$ cat src/design/amsb_pkg.sv
// shared types, codes and packing constants for the axis move sequencer
`default_nettype none
package amsb_pkg;

	// input item kinds carried in tuser
	typedef enum logic [2:0] {
		MODE_REL  = 3'd0,
		MODE_ABS  = 3'd1,
		MODE_POLL = 3'd2,
		MODE_DONE = 3'd3,
		MODE_STOP = 3'd4
	} mode_t;

	// sequencer states
	typedef enum logic [2:0] {
		ST_IDLE         = 3'd0,
		ST_WAIT_BACKLASH = 3'd1,
		ST_START        = 3'd2,
		ST_WAIT_MOVE    = 3'd3,
		ST_DONE         = 3'd4
	} state_t;

	// last travel direction
	typedef enum logic [1:0] {
		DIR_NONE = 2'd0,
		DIR_POS  = 2'd1,
		DIR_NEG  = 2'd2
	} dir_t;

	// profile select codes
	typedef enum logic [1:0] {
		PROF_NONE = 2'd0,
		PROF_MOVE = 2'd1,
		PROF_TURN = 2'd2
	} prof_t;

	// move kinds
	typedef enum logic [1:0] {
		KIND_SYNC   = 2'd0,
		KIND_JOG    = 2'd1,
		KIND_MAXSPD = 2'd2,
		KIND_TURN   = 2'd3
	} kind_t;

	localparam int unsigned LOC_W   = 32;
	localparam int unsigned DIST_W  = 31;
	localparam int unsigned BL_W    = 16;
	localparam int unsigned IN_TDATA_W  = 72;
	localparam int unsigned OUT_TDATA_W = 48;

	// one input item
	typedef struct packed {
		logic [2:0]       mode;
		logic [LOC_W-1:0] target;
		logic [1:0]       command_type;
		logic [LOC_W-1:0] current_location;
	} item_t;

	// signed distance split into direction and saturated magnitude
	typedef struct packed {
		logic              zero;
		logic              neg;
		logic [DIST_W-1:0] mag;
	} dist_t;

	// one result item
	typedef struct packed {
		logic              ctl_write;
		logic              ctl_start;
		logic              ctl_backlash;
		logic              ctl_dir_pos;
		logic              ctl_sync;
		logic [1:0]        profile_load;
		logic              distance_write;
		logic [DIST_W-1:0] distance_value;
		logic [2:0]        axis_state;
		logic              busy_res;
		logic              position_error;
	} res_t;

endpackage
`default_nettype wire

$ cat src/design/amsb_dist.sv
// move distance: relative or absolute, split into direction and saturated magnitude
`default_nettype none
module amsb_dist (
	input  wire amsb_pkg::item_t item,
	output amsb_pkg::dist_t      span
);
	import amsb_pkg::*;

	logic [LOC_W:0] tgt_x;
	logic [LOC_W:0] loc_x;
	logic [LOC_W:0] diff;
	logic [LOC_W:0] mag_x;

	// exact 33-bit signed distance
	always_comb begin
		tgt_x = {item.target[LOC_W-1], item.target};
		loc_x = {item.current_location[LOC_W-1], item.current_location};
		if (mode_t'(item.mode) == MODE_ABS) begin
			diff = tgt_x - loc_x;
		end else begin
			diff = tgt_x;
		end
	end

	// magnitude with saturation at the largest step count
	always_comb begin
		mag_x = diff[LOC_W] ? (~diff + 1'b1) : diff;
		span.zero = (diff == '0);
		span.neg  = diff[LOC_W];
		if (mag_x[LOC_W:DIST_W] != '0) begin
			span.mag = '1;
		end else begin
			span.mag = mag_x[DIST_W-1:0];
		end
	end

endmodule
`default_nettype wire

$ cat src/design/amsb_core.sv
// sequencer state registers and per-item next-state and result logic
`default_nettype none
module amsb_core (
	input  wire                              clk,
	input  wire                              arst_n,
	input  wire                              cfg_we,
	input  wire  [amsb_pkg::BL_W-1:0]        cfg_data,
	input  wire                              fire,
	input  wire  amsb_pkg::item_t            item,
	input  wire  amsb_pkg::dist_t            span,
	output amsb_pkg::res_t                   res
);
	import amsb_pkg::*;

	logic [BL_W-1:0]   backlash_q;
	state_t            state_q,    state_d;
	dir_t              last_dir_q, last_dir_d;
	logic [DIST_W-1:0] move_dist_q, move_dist_d;
	logic [1:0]        kind_q,     kind_d;
	logic [LOC_W-1:0]  exp_loc_q,  exp_loc_d;
	logic              done_q,     done_d;
	logic              stop_q,     stop_d;

	dir_t   new_dir;
	logic   reversal;
	state_t poll_st;

	// configuration register
	always_ff @(posedge clk or negedge arst_n) begin
		if (!arst_n) begin
			backlash_q <= '0;
		end else if (cfg_we) begin
			backlash_q <= cfg_data;
		end
	end

	// sequencer state, updated once per item
	always_ff @(posedge clk or negedge arst_n) begin
		if (!arst_n) begin
			state_q     <= ST_IDLE;
			last_dir_q  <= DIR_NONE;
			move_dist_q <= '0;
			kind_q      <= '0;
			exp_loc_q   <= '0;
			done_q      <= 1'b0;
			stop_q      <= 1'b0;
		end else if (fire) begin
			state_q     <= state_d;
			last_dir_q  <= last_dir_d;
			move_dist_q <= move_dist_d;
			kind_q      <= kind_d;
			exp_loc_q   <= exp_loc_d;
			done_q      <= done_d;
			stop_q      <= stop_d;
		end
	end

	// direction of a new move and whether it reverses the last one
	always_comb begin
		new_dir  = span.neg ? DIR_NEG : DIR_POS;
		reversal = (span.neg && last_dir_q == DIR_POS) || (!span.neg && last_dir_q == DIR_NEG);
		poll_st  = stop_q ? ST_DONE : state_q;
	end

	// next state and result for the item
	always_comb begin
		state_d     = state_q;
		last_dir_d  = last_dir_q;
		move_dist_d = move_dist_q;
		kind_d      = kind_q;
		exp_loc_d   = exp_loc_q;
		done_d      = done_q;
		stop_d      = stop_q;
		res         = '0;

		case (mode_t'(item.mode))
			MODE_REL, MODE_ABS: begin
				if (mode_t'(item.mode) == MODE_ABS) begin
					exp_loc_d = item.target;
				end
				if (state_q == ST_IDLE) begin
					kind_d = item.command_type;
					if (!span.zero) begin
						state_d     = reversal ? ST_WAIT_BACKLASH : ST_START;
						move_dist_d = span.mag;
						last_dir_d  = new_dir;
						done_d      = 1'b0;
						stop_d      = 1'b0;
						// take-up move goes out right away
						if (reversal) begin
							res.ctl_write      = 1'b1;
							res.ctl_start      = 1'b1;
							res.ctl_backlash   = 1'b1;
							res.ctl_dir_pos    = (new_dir == DIR_POS);
							res.profile_load   = PROF_MOVE;
							res.distance_write = 1'b1;
							res.distance_value = DIST_W'(backlash_q);
						end
					end
				end
			end
			MODE_POLL: begin
				case (poll_st)
					ST_IDLE: begin
						state_d = ST_IDLE;
					end
					ST_WAIT_BACKLASH: begin
						if (done_q) begin
							done_d  = 1'b0;
							state_d = ST_START;
						end else begin
							state_d = ST_WAIT_BACKLASH;
						end
					end
					ST_START: begin
						res.ctl_write      = 1'b1;
						res.ctl_start      = 1'b1;
						res.ctl_dir_pos    = (last_dir_q == DIR_POS);
						res.ctl_sync       = (kind_t'(kind_q) == KIND_SYNC);
						res.profile_load   = (kind_t'(kind_q) == KIND_JOG ||
						                      kind_t'(kind_q) == KIND_MAXSPD) ?
						                     PROF_MOVE : PROF_TURN;
						res.distance_write = 1'b1;
						res.distance_value = move_dist_q;
						state_d            = ST_WAIT_MOVE;
					end
					ST_WAIT_MOVE: begin
						state_d = done_q ? ST_DONE : ST_WAIT_MOVE;
					end
					default: begin
						// done step: clear control and check final position
						res.ctl_write      = 1'b1;
						res.position_error = (item.current_location != exp_loc_q);
						stop_d             = 1'b0;
						done_d             = 1'b0;
						kind_d             = '0;
						state_d            = ST_IDLE;
					end
				endcase
			end
			MODE_DONE: begin
				done_d = 1'b1;
			end
			MODE_STOP: begin
				stop_d = 1'b1;
			end
			default: begin
				state_d = state_q;
			end
		endcase

		res.axis_state = state_d;
		res.busy_res   = (state_d != ST_IDLE);
	end

endmodule
`default_nettype wire

$ cat src/design/axis_move_sequencer_backlash.sv
// Axis move sequencer with backlash take-up: top level with input and result registers.
// An accepted input beat is held in the item register, and its result in the result register.
// Throughput: one beat per cycle while m_tready is high; the item register feeds the
// sequencer logic, which updates state and fills the result register in the same cycle.
// Reset (arst_n low, asynchronous) returns the axis to idle, direction none,
// backlash steps zero, and empties both pipeline stages.
`default_nettype none
module axis_move_sequencer_backlash (
	input  wire                                 clk,
	input  wire                                 arst_n,
	// configuration: backlash steps
	input  wire                                 cfg_valid,
	output logic                                cfg_ready,
	input  wire  [amsb_pkg::BL_W-1:0]           cfg_data,
	// input beats
	input  wire                                 s_tvalid,
	output logic                                s_tready,
	// target[31:0], command_type[33:32], current_location[65:34], zeros[71:66]
	input  wire  [amsb_pkg::IN_TDATA_W-1:0]     s_tdata,
	// mode[2:0]
	input  wire  [2:0]                          s_tuser,
	// result beats
	output logic                                m_tvalid,
	input  wire                                 m_tready,
	// ctl_write[0], ctl_start[1], ctl_backlash[2], ctl_dir_pos[3], ctl_sync[4],
	// profile_load[6:5], distance_write[7], distance_value[38:8], axis_state[41:39],
	// busy_res[42], position_error[43], zeros[47:44]
	output logic [amsb_pkg::OUT_TDATA_W-1:0]    m_tdata
);
	import amsb_pkg::*;

	item_t item_s1;
	logic  valid_s1;
	res_t  res_s2;
	logic  valid_s2;
	logic  advance;
	item_t in_item;
	dist_t span;
	res_t  res;

	assign cfg_ready = 1'b1;

	// pipeline handshake
	assign advance  = valid_s1 && (!valid_s2 || m_tready);
	assign s_tready = !valid_s1 || advance;

	// unpack input beat
	always_comb begin
		in_item.mode             = s_tuser;
		in_item.target           = s_tdata[31:0];
		in_item.command_type     = s_tdata[33:32];
		in_item.current_location = s_tdata[65:34];
	end

	// stage valid flags
	always_ff @(posedge clk or negedge arst_n) begin
		if (!arst_n) begin
			valid_s1 <= 1'b0;
			valid_s2 <= 1'b0;
		end else begin
			if (s_tready) begin
				valid_s1 <= s_tvalid;
			end
			if (advance) begin
				valid_s2 <= 1'b1;
			end else if (m_tready) begin
				valid_s2 <= 1'b0;
			end
		end
	end

	// stage payloads
	always_ff @(posedge clk) begin
		if (s_tready && s_tvalid) begin
			item_s1 <= in_item;
		end
		if (advance) begin
			res_s2 <= res;
		end
	end

	amsb_dist u_dist (
		.item (item_s1),
		.span (span)
	);

	amsb_core u_core (
		.clk      (clk),
		.arst_n   (arst_n),
		.cfg_we   (cfg_valid && cfg_ready),
		.cfg_data (cfg_data),
		.fire     (advance),
		.item     (item_s1),
		.span     (span),
		.res      (res)
	);

	// pack result beat
	assign m_tvalid = valid_s2;
	always_comb begin
		m_tdata        = '0;
		m_tdata[0]     = res_s2.ctl_write;
		m_tdata[1]     = res_s2.ctl_start;
		m_tdata[2]     = res_s2.ctl_backlash;
		m_tdata[3]     = res_s2.ctl_dir_pos;
		m_tdata[4]     = res_s2.ctl_sync;
		m_tdata[6:5]   = res_s2.profile_load;
		m_tdata[7]     = res_s2.distance_write;
		m_tdata[38:8]  = res_s2.distance_value;
		m_tdata[41:39] = res_s2.axis_state;
		m_tdata[42]    = res_s2.busy_res;
		m_tdata[43]    = res_s2.position_error;
	end

endmodule
`default_nettype wire
$ cat config.mk
export PLATFORM = sky130hd
export DESIGN_NAME = axis_move_sequencer_backlash
export DESIGN_NICKNAME = d
export VERILOG_FILES = /design/src/design/amsb_pkg.sv /design/src/design/amsb_dist.sv /design/src/design/amsb_core.sv /design/src/design/axis_move_sequencer_backlash.sv
export SDC_FILE = /design/constraint.sdc
export NUM_CORES = 1
export LEC_CHECK = 0
export ABC_AREA = 0
export BUFFER_PORTS_ARGS = -buffer_cell sky130_fd_sc_hd__clkbuf_2
export CORE_ASPECT_RATIO = 0.5
export CORE_MARGIN = 3
export CORE_UTILIZATION = 53
export DETAILED_ROUTE_END_ITERATION = 8
export PLACE_DENSITY = 0.77
export SLEW_MARGIN = 0
export SYNTH_ARGS = -nofsm -noshare
export SYNTH_HDL_FRONTEND = slang
export SYNTH_SLANG_ARGS = --single-unit
export TNS_END_PERCENT = 30
$ cat constraint.sdc
create_clock -name clk -period 5.3 [get_ports clk]
set_input_delay 0.795 -clock clk [delete_from_list [all_inputs] [get_ports clk]]
set_output_delay 0.795 -clock clk [all_outputs]
set_load 0.005 [all_outputs]
### Word-level counts from Yosys, hierarchy flattened

Index checks and enable logic that the tools add are counted.

* register bits: 203

* add/subtract/negate cells: 2
* equality and inequality tests: 17
* multiplexer cells: 36
* bitwise gates (word level): 5
* reductions and logical operators: 34

Operators with widths (number)
* $mux W33: 3
* $mux W34: 2
* $pmux W34 S2: 1
* $mux W36: 1
* $add A33 B1 Y33 const B: 1
* $logic_not A33 Y1: 1
* $not A33 Y33: 1
* $sub A32 B32 Y33: 1
* $ne A32 B32 Y1: 1
* $mux W31: 1
* $eq A3 B2 Y1 const B: 4
* $mux W2: 6
* $mux W3: 4
* $mux W4: 3
* $reduce_and A5 Y1: 2
* $logic_not A3 Y1: 3
* $pmux W3 S3: 1
* $reduce_bool A3 Y1: 3
* $reduce_or A3 Y1: 3
* $mux W1: 8
* $pmux W2 S2: 2
* $reduce_and A4 Y1: 2
* $eq A2 B1 Y1 const B: 3
* $eq A3 B1 Y1 const B: 2
* 18 further kinds: 35

### Logic depth before layout (Yosys ltp)

* word-level depth: 10
* gate-level depth with buffers: 22

### By module

Synthesis repeated with hierarchy kept, for this count alone.

* cell total of the unflattened synthesis: 1003
* area total of the unflattened synthesis: 11377.2 um^2

Modules (own cells, without submodules)
* amsb_core: instances 1, cells each 319, area each 4190.3 um^2
* amsb_dist: instances 1, cells each 556, area each 3644.7 um^2
* axis_move_sequencer_backlash: instances 1, cells each 128, area each 3542.1 um^2

### Worst setup path after synthesis

Ideal clock, no wire load.

* path type: register to register
* start point: register item_s1[66] (netlist bit)
* end point: register res_s2, in the netlist m_tdata[16] (data pin)
* setup time: 256 ps
* arrival time: 4707 ps
* required time: 5044 ps
* slack: 337 ps
* stages on the path, launching flop included: 22
* period minus slack after synthesis: 4963 ps
* path through: edfxtp_1 or3b_1 buf_2 clkbuf_1 clkbuf_1 clkbuf_1 clkbuf_1 buf_1 nor2_1 a21oi_1 ha_1 nand2_1 nor2_1 nand4_1 or4_1 or3_1 nor3_2 and3_1 buf_2 nor2_2 buf_2 a22o_1

RTL lines
* from (decl): line axis_move_sequencer_backlash.sv:32 `item_t item_s1;`
* from (signal assigned): line axis_move_sequencer_backlash.sv:75 `item_s1 <= in_item;`
* to (signal assigned): line axis_move_sequencer_backlash.sv:78 `res_s2 <= res;`
* to (decl): line axis_move_sequencer_backlash.sv:34 `res_t res_s2;`

### Worst setup path after layout

* start point: register item_s1[0] (netlist bit)
* end point: register u_core.move_dist_q[6]

* cells in the longest elaborated chain, start to end: 7
* elaborated cells between the ends (all ways): 10

Ends and longest elaborated chain
* $sub A32 B32 Y33 (*): line amsb_dist.sv:19 `diff = tgt_x - loc_x;`
* $mux W33 (*): line amsb_dist.sv:18 `if (mode_t'(item.mode) == MODE_ABS) begin`
* $not A33 Y33: line amsb_dist.sv:27 `mag_x = diff[LOC_W] ? (~diff + 1'b1) : diff;`
* $add A33 B1 Y33: line amsb_dist.sv:27
* $mux W33: line amsb_dist.sv:27
* $reduce_bool A2 Y1: line amsb_dist.sv:30 `if (mag_x[LOC_W:DIST_W] != '0) begin`
* $mux W31: line amsb_dist.sv:30
* to (signal assigned): line amsb_core.sv:50 `move_dist_q <= move_dist_d;`
* to (decl): line amsb_core.sv:18 `logic [DIST_W-1:0] move_dist_q, move_dist_d;`

Every way passes the cells marked *; elsewhere a longest branch is shown, timed or not.
A chain may end at the register's enable or synchronous reset.

==> impl_results.md <==
- Fillers: approximately 1.7k
- Warnings, synthesis: 0
- Slew at the pin with the worst max-slew slack: about 0.9 ns
- Combinational share of power: 22.6%
- Worst relative slew slack: around two fifths
- Internal power: 0.003234 W
- Clk buf depth: 3
- Core Area: approximately 21000 µm²
- Post_cts resized: 0
- CTS Buf Count: 19
- Final period utilization: between 90% and 100%
- RePlAce Congestion: roughly 0.94
- Routed length per instance: about 20 µm
- Unrepaired setup endpoints after global routing: false
- Final #Nets: approximately 1.3k
- Ant. Diodes: 0
- Worst path max stage delay: between 0.6 and 0.7 ns
- Boundary Pins: roughly 150
- Site Rows: 37
- Worst min path class: input pin to asynchronous set/reset pin
- Worst Setup End Kind: flop
- CTS sink cnt: slightly above 200
- Area leader, netlist: edfxtp_1
- Synth area leaders: edfxtp_1 30%, dfrtp_1 20%, mux2_2 5.0%
- Synth Area in Simple Gates: 13.49%
- Library cells used by synthesis: 84
- Drt drc: 0
- 1st-pass router iterations: 8
- Via count: 8670
- CP Data Arrival Time: 5.31 ns
- CP max FO: 31
- Register area share after synthesis: between 40% and 50%
- Leakage: 5.115 nW
- Tot GR Track Use: 25.50%
- Die ar.: roughly 23000 µm²
- Post-synthesis xor/xnor area fraction: 5.671%
- Max cap viols: 0
- Cell with the most instances after synthesis: edfxtp_1
- Gate count of the mapped netlist: about 1.0k
- Area Overhead vs Synth: 13.20%
- Seq cells post-synth: approximately 200
- Ys async rst share: around 45%
- Switching share of total power: between 30% and 40%
- Post-synthesis mux area share: 5.794%
- Synthesized area per cell: ~11 µm²
- Largest net degree at the start of global routing: 70
- Clock power frac: between 20% and 30%
- Syn Std Cell Area: between 10000 and 15000 µm²
- Adder-Cell Fraction of Synth Area: between 4 and 5%
- Final Max Tran Viols: 0
- Seq pwr share: 47.5%
- Initial antenna violation count: 0
- Startpoint Class: flop
- Peak supply drop: ~0.26 mV
- Pwr/cell area: around 360 nW/µm²
- Synth Area in Compound Gates: roughly 17%
- Count of flip-flops with a built-in enable after synthesis: ~110
- Most instantiated cells after synthesis: 112 x edfxtp_1, 91 x nand2_1, 90 x dfrtp_1, 56 x xnor2_1, 53 x o21ai_0
- Initial core utilization: 54.48%
- Critical Path Most Common Cell: nand3_1
- Dominant combinational cell family by area after synthesis: compound AO/OA/AOI/OAI gates
- CTS tree: done
- Grt ovf: 0
- Width of the chip: around 210 µm
- Post-Layout Cell Count: 1440
- ANT nets after route: 0
- Initial DRC Count: between 700 and 800
- Post-CTS setup buffer count: 0
- Final wirelength: just under 30000 µm
- Slowest cell on the critical path: a211oi_1
- Clock Tree Root: clkbuf_16
- Vias in the first global route: between 8k and 9k
- Fmax: between 200 and 250 MHz
- Status: finished clean
- Final hold vios: 0
- Kind of critical path: flop to flop
- Global-route wire length before repair: 45730 µm
- Clock period minus final worst setup slack: ~4.9 ns
- Share of the synthesized area in the top cell type: between 20 and 30%
- Port buffer count: 135
- Clock edge transition at the registers on the reported setup and hold paths: about 0.070 ns
- Post-route setup TNS: 0 ns
- Setup violators final: 0
- Share of cells above drive strength 1: 22.11%
- Reg-to-reg critical path startpoint: item_s1[0]
- DPL Wire Length: 22360 µm
- Top FF cell, synth: edfxtp_1
- Clock Latency Late Sink: approximately 0.51 ns
- DIE HEIGHT: approximately 110 µm
- NetSw: about 0.0014 W
- Crit path cell chain: ha_1 -> fa_1 -> nor2b_1 -> o2111ai_2 -> a211oi_1 -> or4_1 -> nand3_1 -> a211oi_2 -> nand3_1 -> nor4_1 -> nand3_1 -> a21oi_2 -> buf_4 -> o32a_1
- Worst clock skew: roughly 0.018 ns
- WP data required: approximately 5.7 ns
- Critical Path Start: item_s1[0]
- Hold Buf Count CTS: 0
- Placed insts: ~1.4k
- Via density: 6.021
- FF-to-FF setup slack: roughly 0.43 ns
- H-tree depth: 1
-- final cells by class --
type                            count  area [µm²]  share of cell area [%]
Clock buffer                       27       525.5                   4.118
Sequential cell                   202        5615                   44.00
Inverter                           51       191.4                   1.500
Clock inverter                      7       100.1                  0.7844
Timing Repair Buffer              148       775.7                   6.079
Tap cell                          273       341.6                   2.677
Multi-Input combinational cell    732        5211                   40.84
-- registers in the layout (all words and copies together), names as in the netlist, 2 cells and up --
name                count
u_core.last_dir_q       2
u_core.exp_loc_q       32
m_tdata                43
u_core.backlash_q      16
u_core.move_dist_q     31
u_core.kind_q           2
item_s1                69
u_core.state_q          3
-- worst max-delay path, delay by kind of cell (launching register included) --
kind            cells  cell delay, ns
buf+inv             1            0.32
flops               1            0.47
compound gates      5            1.65
fa+ha+maj           2            0.72
simple gates        6            1.63
-- layer usage --
metal | wire, µm | up-vias | global-route usage, %
met3 | 2634 | 24 | 5.490
li1 | - | 4108 | -
met1 | 14290 | 4211 | 40.22
met2 | 12130 | 327 | 36.98
met4 | 325 | 0 | 3.035
met5 | 0 | - | 0
-- metrics by stage --
step	utilization, %	cell area (µm²)	hold WS (ns)	total power (W)	setup slack [ns]
6_report	61.67	12760	0.3628	0.004633	0.4290
5_1_grt	61.67	12760	0.4015	0.004866	0.1863
4_1_cts	61.67	12760	0.3603	0.004646	0.5480
3_3_place_gp	58.64	12140	0.4677	0.003210	0.7439
3_5_place_dp	58.64	12140	0.4846	0.003263	0.6386
2_1_floorplan	-	11280	0.4569	0.002888	0.3368
-- power groups by stage --
stage,clock [W],combinational (W),sequential (W)
finish,0.00138,0.00105,0.00220
global route,0.00148,0.00116,0.00223
CTS,0.00141,0.00104,0.00220
detailed placement,0,0.00104,0.00223
global placement,0,0.00100,0.00221
floorplan,0,0.000753,0.00213
-- cell families after synthesis --
family	count (synthesis)
adders and majority gates	36
AOI/OAI and AO/OA	264
buffers and inverters	111
other	2
DFF	202
and+or+nand+nor	295
xor gates and xnor gates	73
muxes	59
-- layout by cell type (no fill, tap or decap), types with 23 or more instances in the layout --
| cell type | count |
|---|---|
| xnor2_1 | 56 |
| nand2_1 | 90 |
| nor2_1 | 47 |
| edfxtp_1 | 112 |
| inv_1 | 50 |
| dfrtp_1 | 90 |
| and2_1 | 23 |
| nor3_1 | 24 |
| nand4_1 | 29 |
| o21ai_0 | 53 |
| ha_1 | 35 |
| mux2_2 | 50 |
| o32a_1 | 32 |
| clkbuf_2 | 134 |
| a21oi_1 | 52 |
-- path summary, 6_finish.rpt --
path / end / depth (start not counted)
hold / removal: u_core.move_dist_q[28] / 1
setup / recovery: u_core.move_dist_q[6] / 14
hold reg to reg: u_core.move_dist_q[30] / 1
min in group clk: item_s1[65] / 1
setup reg to reg: u_core.move_dist_q[6] / 14
max in group asynchronous: u_core.move_dist_q[15] / 2
Note: power is estimated with default switching activity, not from simulation.
